### src/gdds_pkg.sv
package gdds_pkg;

	// Days from 0000-03-01 to 1970-01-01, and days in a 400-year era
	localparam int unsigned DN_SHIFT = 719468;
	localparam int unsigned ERA_DAYS = 146097;

	// Valid span of shifted day numbers: 0000-01-01 .. 9999-12-31
	localparam logic signed [23:0] DN_LO = -24'sd719528;
	localparam logic signed [23:0] DN_HI = 24'sd2932896;

	// Reciprocals for quotient estimates. The first three are rounded down, so the
	// quotient is exact or one low. 2^24 / 365 is rounded up, but its error stays far
	// below the 1/365 step, so that quotient comes out exact.
	localparam logic [9:0]  RCP_25   = 10'd655;    // 2^14 / 25
	localparam logic [14:0] RCP_ERA  = 15'd29398;  // 2^32 / 146097
	localparam logic [9:0]  RCP_1460 = 10'd718;    // 2^20 / 1460
	localparam logic [15:0] RCP_365  = 16'd45965;  // 2^24 / 365

	// Day of a March-based year on which each month starts, indexed by month 0..15.
	// Month 0 wraps to December, months 13..15 run on into the next year.
	localparam logic [8:0] MONTH_OFFSET [16] = '{
		9'd275, 9'd306, 9'd337, 9'd0,   9'd31,  9'd61,  9'd92,  9'd122,
		9'd153, 9'd184, 9'd214, 9'd245, 9'd275, 9'd306, 9'd337, 9'd367
	};

	// Original request fields, carried to the output for pass-through
	typedef struct packed {
		logic        present;
		logic [13:0] year;
		logic [3:0]  month;
		logic [4:0]  day;
	} pass_t;

	// Results known early and carried along
	typedef struct packed {
		logic signed [23:0] dn;
		logic [2:0]         wd;
		logic               oor;
	} res_t;

	// March-based month index to calendar month
	function automatic logic [3:0] mp_to_month(input logic [3:0] mp);
		logic [3:0] m;
		m = (mp < 4'd10) ? (mp + 4'd3) : (mp - 4'd9);
		return m;
	endfunction

	// x mod 7, using 8 == 1 (mod 7) on octal digits
	function automatic logic [2:0] mod7_23(input logic [22:0] x);
		logic [23:0] xp;
		logic [5:0]  s;
		logic [3:0]  f;
		logic [2:0]  g;
		xp = {1'b0, x};
		s  = '0;
		for (int i = 0; i < 8; i++) begin
			s = s + 6'(xp[3*i +: 3]);
		end
		f = 4'(s[5:3]) + 4'(s[2:0]);
		g = f[2:0] + 3'(f[3]);
		return (g == 3'd7) ? 3'd0 : g;
	endfunction

endpackage

### src/gregorian_date_day_shift.sv
// A request passes through 14 register stages, the last one the output register.
// Throughput: one request per cycle while out_stall is low; stages
// hold in place under stall and empty stages fill up behind a stalled output.
// Reset (arst_n low, asynchronous) clears all stage valid bits; payload
// registers are not reset.
module gregorian_date_day_shift (
	input  logic               clk,
	input  logic               arst_n,
	input  logic               in_valid,
	output logic               in_stall,
	input  logic               date_present,
	input  logic [13:0]        year,
	input  logic [3:0]         month,
	input  logic [4:0]         day,
	input  logic signed [20:0] day_offset,
	output logic               out_valid,
	input  logic               out_stall,
	output logic               present_out,
	output logic [13:0]        out_year,
	output logic [3:0]         out_month,
	output logic [4:0]         out_day,
	output logic signed [22:0] epoch_day,
	output logic [2:0]         weekday,
	output logic               out_of_range
);

	// ------------------------------------------------------------------
	// Flow control: a stage loads when it is empty or its successor loads.
	// ------------------------------------------------------------------
	logic v_s1, v_s2, v_s3, v_s4, v_s5, v_s6, v_s7;
	logic v_s8, v_s9, v_s10, v_s11, v_s12, v_s13, v_s14;
	logic en_s1, en_s2, en_s3, en_s4, en_s5, en_s6, en_s7;
	logic en_s8, en_s9, en_s10, en_s11, en_s12, en_s13, en_s14;

	assign en_s14 = !v_s14 || !out_stall;
	assign en_s13 = !v_s13 || en_s14;
	assign en_s12 = !v_s12 || en_s13;
	assign en_s11 = !v_s11 || en_s12;
	assign en_s10 = !v_s10 || en_s11;
	assign en_s9  = !v_s9  || en_s10;
	assign en_s8  = !v_s8  || en_s9;
	assign en_s7  = !v_s7  || en_s8;
	assign en_s6  = !v_s6  || en_s7;
	assign en_s5  = !v_s5  || en_s6;
	assign en_s4  = !v_s4  || en_s5;
	assign en_s3  = !v_s3  || en_s4;
	assign en_s2  = !v_s2  || en_s3;
	assign en_s1  = !v_s1  || en_s2;

	assign in_stall  = !en_s1;
	assign out_valid = v_s14;

	always_ff @(posedge clk or negedge arst_n) begin
		if (!arst_n) begin
			v_s1  <= 1'b0;
			v_s2  <= 1'b0;
			v_s3  <= 1'b0;
			v_s4  <= 1'b0;
			v_s5  <= 1'b0;
			v_s6  <= 1'b0;
			v_s7  <= 1'b0;
			v_s8  <= 1'b0;
			v_s9  <= 1'b0;
			v_s10 <= 1'b0;
			v_s11 <= 1'b0;
			v_s12 <= 1'b0;
			v_s13 <= 1'b0;
			v_s14 <= 1'b0;
		end else begin
			if (en_s1)  v_s1  <= in_valid;
			if (en_s2)  v_s2  <= v_s1;
			if (en_s3)  v_s3  <= v_s2;
			if (en_s4)  v_s4  <= v_s3;
			if (en_s5)  v_s5  <= v_s4;
			if (en_s6)  v_s6  <= v_s5;
			if (en_s7)  v_s7  <= v_s6;
			if (en_s8)  v_s8  <= v_s7;
			if (en_s9)  v_s9  <= v_s8;
			if (en_s10) v_s10 <= v_s9;
			if (en_s11) v_s11 <= v_s10;
			if (en_s12) v_s12 <= v_s11;
			if (en_s13) v_s13 <= v_s12;
			if (en_s14) v_s14 <= v_s13;
		end
	end

	// ------------------------------------------------------------------
	// Date to day number.
	// Y is the March-based year plus one era (400), so it never goes
	// negative; the era is taken back out in the final offset.
	// ------------------------------------------------------------------
	gdds_pkg::pass_t    pass_s1;
	logic [14:0]        y_s1;
	logic [8:0]         moff_s1;
	logic [4:0]         day_s1;
	logic signed [20:0] delta_s1;

	always_ff @(posedge clk) begin
		if (en_s1) begin
			pass_s1.present <= date_present;
			pass_s1.year    <= year;
			pass_s1.month   <= month;
			pass_s1.day     <= day;
			y_s1            <= {1'b0, year} + 15'd400 - 15'(month <= 4'd2);
			moff_s1         <= gdds_pkg::MONTH_OFFSET[month];
			day_s1          <= day;
			delta_s1        <= day_offset;
		end
	end

	// Stage 2: 365*Y + Y/4 + month start + day, and an estimate of Y/100
	gdds_pkg::pass_t    pass_s2;
	logic [22:0]        base_s2;
	logic [12:0]        qd_s2;
	logic [7:0]         q25_s2;
	logic signed [20:0] delta_s2;
	logic [12:0]        qd_c;
	logic [22:0]        p25_c;

	assign qd_c  = y_s1[14:2];
	assign p25_c = 23'(qd_c) * 23'(gdds_pkg::RCP_25);

	always_ff @(posedge clk) begin
		if (en_s2) begin
			pass_s2  <= pass_s1;
			base_s2  <= 23'(y_s1) * 23'd365 + 23'(qd_c) + 23'(moff_s1) + 23'(day_s1);
			qd_s2    <= qd_c;
			q25_s2   <= p25_c[21:14];
			delta_s2 <= delta_s1;
		end
	end

	// Stage 3: correct Y/100 (estimate is exact or one low)
	gdds_pkg::pass_t    pass_s3;
	logic [22:0]        base_s3;
	logic [7:0]         y100_s3;
	logic signed [20:0] delta_s3;
	logic [12:0]        r25_c;

	assign r25_c = qd_s2 - 13'(q25_s2) * 13'd25;

	always_ff @(posedge clk) begin
		if (en_s3) begin
			pass_s3  <= pass_s2;
			base_s3  <= base_s2;
			y100_s3  <= q25_s2 + 8'(r25_c >= 13'd25);
			delta_s3 <= delta_s2;
		end
	end

	// Stage 4: shifted day number, and w = day number + shift + one era,
	// which is non-negative over the whole valid span
	gdds_pkg::pass_t    pass_s4;
	logic signed [23:0] dn_s4;
	logic [21:0]        w_s4;
	logic signed [24:0] sum_dn_c;
	logic signed [24:0] sum_w_c;

	// base counts the day itself, hence the extra one in the offset
	assign sum_dn_c = $signed({2'b00, base_s3}) - $signed({17'd0, y100_s3})
		+ $signed({19'd0, y100_s3[7:2]}) + $signed(25'(delta_s3))
		- $signed(25'(gdds_pkg::DN_SHIFT + gdds_pkg::ERA_DAYS + 1));
	assign sum_w_c = $signed({2'b00, base_s3}) - $signed({17'd0, y100_s3})
		+ $signed({19'd0, y100_s3[7:2]}) + $signed(25'(delta_s3))
		- 25'sd1;

	always_ff @(posedge clk) begin
		if (en_s4) begin
			pass_s4 <= pass_s3;
			dn_s4   <= sum_dn_c[23:0];
			w_s4    <= sum_w_c[21:0];
		end
	end

	// ------------------------------------------------------------------
	// Day number back to a date. Outside the valid span w is garbage,
	// but then the computed date is never shown.
	// ------------------------------------------------------------------
	// Stage 5: range check, weekday, era estimate
	gdds_pkg::pass_t pass_s5;
	gdds_pkg::res_t  res_s5;
	logic [21:0]     w_s5;
	logic [4:0]      era_s5;
	logic [36:0]     pera_c;

	assign pera_c = 37'(w_s4) * 37'(gdds_pkg::RCP_ERA);

	always_ff @(posedge clk) begin
		if (en_s5) begin
			pass_s5    <= pass_s4;
			res_s5.dn  <= dn_s4;
			res_s5.oor <= (dn_s4 < gdds_pkg::DN_LO) || (dn_s4 > gdds_pkg::DN_HI);
			// dn + 4 == w + 3 (mod 7)
			res_s5.wd  <= gdds_pkg::mod7_23(23'(w_s4) + 23'd3);
			w_s5       <= w_s4;
			era_s5     <= pera_c[36:32];
		end
	end

	// Stage 6: day of era, before correction
	gdds_pkg::pass_t pass_s6;
	gdds_pkg::res_t  res_s6;
	logic [4:0]      era_s6;
	logic [18:0]     doe_raw_s6;
	logic [21:0]     doe_c;

	assign doe_c = w_s5 - 22'(era_s5) * 22'(gdds_pkg::ERA_DAYS);

	always_ff @(posedge clk) begin
		if (en_s6) begin
			pass_s6    <= pass_s5;
			res_s6     <= res_s5;
			era_s6     <= era_s5;
			doe_raw_s6 <= doe_c[18:0];
		end
	end

	// Stage 7: correct era and day of era
	gdds_pkg::pass_t pass_s7;
	gdds_pkg::res_t  res_s7;
	logic [4:0]      era_s7;
	logic [17:0]     doe_s7;
	logic            era_fix_c;
	logic [18:0]     doe_fix_c;

	assign era_fix_c = doe_raw_s6 >= 19'(gdds_pkg::ERA_DAYS);
	assign doe_fix_c = era_fix_c ? (doe_raw_s6 - 19'(gdds_pkg::ERA_DAYS)) : doe_raw_s6;

	always_ff @(posedge clk) begin
		if (en_s7) begin
			pass_s7 <= pass_s6;
			res_s7  <= res_s6;
			era_s7  <= era_s6 + 5'(era_fix_c);
			doe_s7  <= doe_fix_c[17:0];
		end
	end

	// Stage 8: doe/1460 estimate, doe/36524 and doe/146096 by compares
	gdds_pkg::pass_t pass_s8;
	gdds_pkg::res_t  res_s8;
	logic [4:0]      era_s8;
	logic [17:0]     doe_s8;
	logic [6:0]      a_s8;
	logic [2:0]      b_s8;
	logic            c_s8;
	logic [27:0]     pa_c;

	assign pa_c = 28'(doe_s7) * 28'(gdds_pkg::RCP_1460);

	always_ff @(posedge clk) begin
		if (en_s8) begin
			pass_s8 <= pass_s7;
			res_s8  <= res_s7;
			era_s8  <= era_s7;
			doe_s8  <= doe_s7;
			a_s8    <= pa_c[26:20];
			b_s8    <= 3'(doe_s7 >= 18'd36524) + 3'(doe_s7 >= 18'd73048)
				+ 3'(doe_s7 >= 18'd109572) + 3'(doe_s7 >= 18'd146096);
			c_s8    <= doe_s7 == 18'd146096;
		end
	end

	// Stage 9: fix doe/1460, then the 365-day-year count numerator
	gdds_pkg::pass_t pass_s9;
	gdds_pkg::res_t  res_s9;
	logic [4:0]      era_s9;
	logic [17:0]     doe_s9;
	logic [17:0]     t_s9;
	logic [17:0]     ra_c;
	logic            a_fix_c;

	assign ra_c    = doe_s8 - 18'(a_s8) * 18'd1460;
	assign a_fix_c = ra_c >= 18'd1460;

	always_ff @(posedge clk) begin
		if (en_s9) begin
			pass_s9 <= pass_s8;
			res_s9  <= res_s8;
			era_s9  <= era_s8;
			doe_s9  <= doe_s8;
			t_s9    <= doe_s8 - 18'(a_s8) - 18'(a_fix_c) + 18'(b_s8) - 18'(c_s8);
		end
	end

	// Stage 10: year of era estimate, t/365
	gdds_pkg::pass_t pass_s10;
	gdds_pkg::res_t  res_s10;
	logic [4:0]      era_s10;
	logic [17:0]     doe_s10;
	logic [17:0]     t_s10;
	logic [8:0]      yq_s10;
	logic [33:0]     py_c;

	assign py_c = 34'(t_s9) * 34'(gdds_pkg::RCP_365);

	always_ff @(posedge clk) begin
		if (en_s10) begin
			pass_s10 <= pass_s9;
			res_s10  <= res_s9;
			era_s10  <= era_s9;
			doe_s10  <= doe_s9;
			t_s10    <= t_s9;
			yq_s10   <= py_c[32:24];
		end
	end

	// Stage 11: corrected year of era
	gdds_pkg::pass_t pass_s11;
	gdds_pkg::res_t  res_s11;
	logic [4:0]      era_s11;
	logic [17:0]     doe_s11;
	logic [8:0]      yoe_s11;
	logic [17:0]     ry_c;

	assign ry_c = t_s10 - 18'(yq_s10) * 18'd365;

	always_ff @(posedge clk) begin
		if (en_s11) begin
			pass_s11 <= pass_s10;
			res_s11  <= res_s10;
			era_s11  <= era_s10;
			doe_s11  <= doe_s10;
			yoe_s11  <= yq_s10 + 9'(ry_c >= 18'd365);
		end
	end

	// Stage 12: day of the March-based year
	gdds_pkg::pass_t pass_s12;
	gdds_pkg::res_t  res_s12;
	logic [4:0]      era_s12;
	logic [8:0]      yoe_s12;
	logic [8:0]      doy_s12;
	logic [1:0]      cent_c;
	logic [17:0]     doy_c;

	assign cent_c = 2'(yoe_s11 >= 9'd100) + 2'(yoe_s11 >= 9'd200) + 2'(yoe_s11 >= 9'd300);
	assign doy_c  = doe_s11 - 18'(yoe_s11) * 18'd365 - 18'(yoe_s11[8:2]) + 18'(cent_c);

	always_ff @(posedge clk) begin
		if (en_s12) begin
			pass_s12 <= pass_s11;
			res_s12  <= res_s11;
			era_s12  <= era_s11;
			yoe_s12  <= yoe_s11;
			doy_s12  <= doy_c[8:0];
		end
	end

	// Stage 13: March-based month, by counting month starts passed
	gdds_pkg::pass_t pass_s13;
	gdds_pkg::res_t  res_s13;
	logic [4:0]      era_s13;
	logic [8:0]      yoe_s13;
	logic [8:0]      doy_s13;
	logic [3:0]      mp_s13;
	logic [3:0]      mp_c;

	always_comb begin
		mp_c = '0;
		for (int k = 1; k < 12; k++) begin
			mp_c = mp_c + 4'(doy_s12 >= gdds_pkg::MONTH_OFFSET[gdds_pkg::mp_to_month(4'(k))]);
		end
	end

	always_ff @(posedge clk) begin
		if (en_s13) begin
			pass_s13 <= pass_s12;
			res_s13  <= res_s12;
			era_s13  <= era_s12;
			yoe_s13  <= yoe_s12;
			doy_s13  <= doy_s12;
			mp_s13   <= mp_c;
		end
	end

	// ------------------------------------------------------------------
	// Stage 14: final date and the output register. No date, or a year out
	// of range, returns the request date with day number and weekday zero.
	// ------------------------------------------------------------------
	logic [3:0]  mon_c;
	logic [8:0]  dd_c;
	logic [15:0] yr_c;

	assign mon_c = gdds_pkg::mp_to_month(mp_s13);
	assign dd_c  = doy_s13 - gdds_pkg::MONTH_OFFSET[mon_c] + 9'd1;
	// era count includes the extra era added on the way in
	assign yr_c  = 16'(yoe_s13) + 16'(era_s13) * 16'd400 + 16'(mon_c <= 4'd2) - 16'd400;

	always_ff @(posedge clk) begin
		if (en_s14) begin
			present_out <= pass_s13.present;
			if (!pass_s13.present || res_s13.oor) begin
				out_year     <= pass_s13.year;
				out_month    <= pass_s13.month;
				out_day      <= pass_s13.day;
				epoch_day    <= '0;
				weekday      <= '0;
				out_of_range <= pass_s13.present && res_s13.oor;
			end else begin
				out_year     <= yr_c[13:0];
				out_month    <= mon_c;
				out_day      <= dd_c[4:0];
				epoch_day    <= res_s13.dn[22:0];
				weekday      <= res_s13.wd;
				out_of_range <= 1'b0;
			end
		end
	end

endmodule

### config.mk
export PLATFORM = sky130hd
export DESIGN_NAME = gregorian_date_day_shift
export DESIGN_NICKNAME = d
export VERILOG_FILES = /design/src/gdds_pkg.sv /design/src/gregorian_date_day_shift.sv
export SDC_FILE = /design/constraint.sdc
export NUM_CORES = 2
export LEC_CHECK = 0
export BUFFER_PORTS_ARGS = -buffer_cell sky130_fd_sc_hd__buf_4
export CORE_MARGIN = 1
export CORE_UTILIZATION = 30
export CTS_BUF_LIST = sky130_fd_sc_hd__clkbuf_16
export CTS_CLUSTER_DIAMETER = 200
export CTS_CLUSTER_SIZE = 40
export DETAILED_ROUTE_END_ITERATION = 8
export PLACE_DENSITY_LB_ADDON = 0.08
export SETUP_SLACK_MARGIN = 0.4
export SKIP_CTS_REPAIR_TIMING = 1
export SYNTH_ARGS = -nofsm -noshare
export SYNTH_HDL_FRONTEND = slang
export SYNTH_SLANG_ARGS = --single-unit
### constraint.sdc
create_clock -name clk -period 27.8 [get_ports clk]
set_input_delay 4.17 -clock clk [delete_from_list [all_inputs] [get_ports clk]]
set_output_delay 4.17 -clock clk [all_outputs]
set_load 0.01 [all_outputs]
* After elaboration in Yosys (flattened, before gate mapping) *
Memory sizes are Yosys's and may differ from the RTL's. A register that Yosys moved wholly into a read port is not among the register bits.
Index checks and enable logic that the tools add are counted.

operators by class
  add/sub/neg operators = 57
  multiply operators = 11
  $lt $le $gt $ge = 28
  eq/ne operators = 2
  mux-type cells = 7
  bitwise gates (word level) = 2
  reductions and logical operators = 34

operator list
  operator                  count
  $ge A9 B8 Y1 const B      5
  $ge A18 B17 Y1 const B    2
  $ge A9 B9 Y1 const B      4
  $mul A22 B14 Y36 const B  1
  $sub A18 B1 Y18           2
  $sub A18 B18 Y18          2
  $mul A18 B16 Y33 const B  1
  $add A4 B1 Y4             7
  $ge A9 B7 Y1 const B      3
  $mul A18 B9 Y26 const B   1
  $add A24 B21 Y24          1
  $add A24 B7 Y24           1
  $gt A24 B23 Y1 const B    1
  $lt A24 B21 Y1 const B    1
  $sub A23 B8 Y24           1
  $sub A24 B21 Y24 const B  1
  $add A22 B2 Y23 const B   1
  $add A23 B13 Y23          1
  $add A23 B5 Y23           1
  $add A23 B9 Y23           1
  $mul A15 B9 Y23 const B   1
  $mul A13 B10 Y22 const B  1
  $sub A22 B2 Y22 const B   1
  $ge A19 B18 Y1 const B    1
  other kinds (56)          99

storage, ports and cells
  flip-flop bits (word level) = 1066
  ROM bits = 288
  input port bits = 49
  output and inout bits = 53
  word-level logic and storage cells = 282
  memories = 2

memory list
  memory            words  bits a word  rd ports  clocked after Yosys merged registers in  wr ports  line                             source
  (name not given)  16     9            1         0                                        0         gregorian_date_day_shift.sv:385  assign dd_c = doy_s13 - gdds_pkg::MONTH_OFFSET[mon_c] + 9'd1;
  (name not given)  16     9            1         1                                        0         gregorian_date_day_shift.sv:105  moff_s1 <= gdds_pkg::MONTH_OFFSET[month];

* Longest topological paths before layout *
  word-level depth = 16
  mapped depth = 40
  gate-level depth less buffers = 40

* Least setup slack after synthesis *
No wires, ideal clock.

  kind = in2out
  start = in out_stall
  end = out in_stall
  data arrival time = 10320 ps
  required time = 23630 ps
  setup slack = 13310 ps
  stages = 9
  path buffers = 0
  cell sequence = and3_1 -> inv_1 -> nor2_1 -> and2_1 -> inv_1 -> nor2_1 -> and2_1 -> nand4_1 -> inv_1

on the way
  cells in the longest elaborated chain, start to end = 16

ends and longest elaborated chain
  item                line                            source
  from (decl)         gregorian_date_day_shift.sv:17  input logic out_stall,
  $logic_not A1 Y1    gregorian_date_day_shift.sv:35  assign en_s14 = !v_s14 || !out_stall;
  $logic_or A1 B1 Y1  gregorian_date_day_shift.sv:35
  $logic_or A1 B1 Y1  gregorian_date_day_shift.sv:36  assign en_s13 = !v_s13 || en_s14;
  named net en_s13    gregorian_date_day_shift.sv:33  logic en_s8, en_s9, en_s10, en_s11, en_s12, en_s13, en_s14;
  $logic_or A1 B1 Y1  gregorian_date_day_shift.sv:37  assign en_s12 = !v_s12 || en_s13;
  $logic_or A1 B1 Y1  gregorian_date_day_shift.sv:38  assign en_s11 = !v_s11 || en_s12;
  $logic_or A1 B1 Y1  gregorian_date_day_shift.sv:39  assign en_s10 = !v_s10 || en_s11;
  $logic_or A1 B1 Y1  gregorian_date_day_shift.sv:40  assign en_s9 = !v_s9 || en_s10;
  named net en_s9     gregorian_date_day_shift.sv:33
  [1 not listed]      -
  $logic_or A1 B1 Y1  gregorian_date_day_shift.sv:42  assign en_s7 = !v_s7 || en_s8;
  $logic_or A1 B1 Y1  gregorian_date_day_shift.sv:43  assign en_s6 = !v_s6 || en_s7;
  $logic_or A1 B1 Y1  gregorian_date_day_shift.sv:44  assign en_s5 = !v_s5 || en_s6;
  $logic_or A1 B1 Y1  gregorian_date_day_shift.sv:45  assign en_s4 = !v_s4 || en_s5;
  $logic_or A1 B1 Y1  gregorian_date_day_shift.sv:46  assign en_s3 = !v_s3 || en_s4;
  $logic_or A1 B1 Y1  gregorian_date_day_shift.sv:47  assign en_s2 = !v_s2 || en_s3;
  $logic_or A1 B1 Y1  gregorian_date_day_shift.sv:48  assign en_s1 = !v_s1 || en_s2;
  $logic_not A1 Y1    gregorian_date_day_shift.sv:50  assign in_stall = !en_s1;
  to (decl)           gregorian_date_day_shift.sv:10  output logic in_stall,

The timed path passes the listed nets, and every way through them passes these cells.

* Worst setup path in the final report *
Ends and elaborated chain as after synthesis.

==> metrics.cfg <==
[layout]
layout-drive-gt1-share_pct = 4.349
n_antenna_cell = 0
syn2layout_area_growth_pct = 8.067
nFillCells = 22680
multi_input_area_sq_mm = 0.03306
register_area_sq_mm = 0.03221
final_nets = 6878

[routing]
drt_pre_antenna_iters = 5
vias_per_cell = 4.324
wirelength_microns = 140400
drtAntennaViolNets = 0
route.detailed.drc = 0
first_iter_violations = 1638
wl_per_cell_microns = 16.83
vias = 36070

[clock_tree]
clockBufferDepth = 3
clk_pin_slew_ps = 160
cts_buffers = 31
cts.sinks = 1075
htree_levels = 1
clock_latency_ps = 750
cts_tree = done
ctsRootBufferMaster = clkbuf_16

[floorplan]
design.die.area_sq_mm = 0.2324
coreArea_sq_mm = 0.2282
fp-row-count = 175
die_h_microns = 482.0
io_pins = 102
die_w_microns = 482.0
initial_core_util_pct = 30.30

[global_routing]
grt_pass1_wl_microns = 225300
met1_usage_pct = 18.43
globalRouteOverflowTotal = 0
first_global_vias = 38550
top_usage_layer = met2
grt_max_degree = 71
grt_use_total_pct = 12.31
gr-usage-met2_pct = 19.93
grt_util_met3_pct = 0.8999
antenna_found_initial = 4

[synth]
synth_flop_cell = edfxtp_1
syn_area_per_cell_sq_um = 13.34
yosys.area.top_type_share_pct = 46.09
synth_area_leaders = edfxtp_1 (46%), ha_1 (17%), fa_1 (16%)
yosysMostFrequentCell = edfxtp_1
synth_edf_count = 1061
synth-async-reset-ratio_pct = 1.302
syn_area_sq_mm = 0.06913
synth_area_leader_cell = edfxtp_1
synth_nets = 6743
synth_top_cells_by_count = edfxtp_1 (1061), inv_1 (1000), ha_1 (956)
synth_seq_cells = 1075
synth.distinct_cells = 91
syn_inst = 5182
yosysWarnings = 0
yosysSeqAreaShare_pct = 46.60

[placed_design]
hpwl_microns = 110700
portBuffers = 101
gp_congestion = 0.7701

[outcome]
status = completed

[hold_path]
hold_end = doe_s10[4]$_DFFE_PP_
hold_class = reg -> reg
hold_path_depth = 0
min-delay-start = doe_s9[4]$_DFFE_PP_

[setup_path]
ff2ff_path_depth = 37
cp_data_arrival_time_ps = 7950
cp-end-kind = output pin
r2r_slack_ps = 17850
worst-path-buf-inv = 7
cpPeakStageDelay_ps = 570
worstPathRequired_ps = 23630
critical_path.top_delay_family = simple AND/OR/NAND/NOR gates
reg2reg_from = a_s8[1]$_DFFE_PP_
worstSetupPathType = in -> out
worst-path-max-fanout = 38
r2r_end = t_s9[16]$_DFFE_PP_
cp_slowest_cell = clkinv_2
worstSetupStartpointType = primary input
crit_path_frequent_cell = buf_4
crit_path_cell_trace = buf_4, and3_1, clkinv_2, nor2_1, and2_1, clkinv_2, nor2_1, and2_1, nand4_1, buf_4, buf_4, inv_1, buf_4
crit_cells = 13

[sta]
setup_viol = 0
period_needed_ps = 12120
finalClockSkew_ps = 35.50
max_freq_mhz = 82.54
rsz0062_at_grt = false
whs_ps = 419.4
drv_slew = 0
fin_tns_setup_ps = 0
finalHoldViolations = 0
max-slew-margin-rel_pct = 32.16
min_period_over_period_pct = 43.58
worstMarginPinSlew_ps = 1018

[job]
cap_violations = 0

## metal layers
metal / routed length [microns] / share of wire (%)
met1: 72760 / 52
met2: 63690 / 45
met3: 2262 / 1.6
met4: 1704 / 1.2
met5: 0 / 0
## state kept, by name, indices dropped and copies added, names as in the netlist, 27 cells and up
signal,flops
res_s10,27
res_s8,27
res_s5,27
res_s12,27
res_s13,27
res_s11,27
res_s9,27
res_s6,27
res_s7,27
## cell type report
class | count | area share [%]
tap | 3009 | 5.040
clock buffer | 31 | 1.038
multi-input combinational | 3075 | 44.25
inverter | 1001 | 5.038
timing repair buffer | 133 | 1.337
clock inverter | 19 | 0.1775
sequential | 1075 | 43.12
## cell families after synthesis
kind of cell	count (synthesis)	synth area share (%)
adder cells (fa/ha/maj)	1512	33.40
AO/OA/AOI/OAI	592	5.651
flip-flops	1075	46.60
XOR/XNOR	286	3.624
multiplexers	20	0.3167
buffers and inverters	1032	5.676
AND/OR/NAND/NOR	665	4.733
## per-stage QoR
stage | area (sq um) | instances | setup slack, ps | util (%)
final | 74710 | 8343 | 15680 | 32.74
after global routing | 74710 | 8343 | 15240 | 32.74
after CTS | 74710 | 8343 | 15540 | 32.74
after detailed placement | 73800 | 8293 | 15550 | 32.34
after global placement | 73800 | 8293 | 15580 | 32.34
after floorplan | 69130 | 5182 | 13310 | -
## placed cells by master, fill, tap and decap left out, types with 31 or more instances in the layout
cell type  synthesis  final
a21o_1            65     65
a21oi_1          163    163
and2_1            42     42
buf_4              1    133
clkbuf_16          0     31
edfxtp_1        1061   1061
fa_1             556    556
ha_1             956    956
inv_1           1000   1010
nand2_1          165    161
nand2b_1          32     32
nand3_1           65     62
nor2_1           156    156
nor3_1            57     57
o21a_1            40     40
o21ai_0          117    117
xnor2_1          199    199
xor2_1            87     87
## worst max-delay path by stage
stage,startpoint,end,slack (ps)
3_5_place_dp,out_stall,in_stall,15550
6_report,out_stall,in_stall,15680
5_1_grt,out_stall,in_stall,15240
4_1_cts,out_stall,in_stall,15540
3_3_place_gp,out_stall,in_stall,15580
2_1_floorplan,out_stall,in_stall,13310
Power is left out: the tool's default activity adds up to more than one toggle a clock period on the data nets, which glitch-free logic cannot reach.
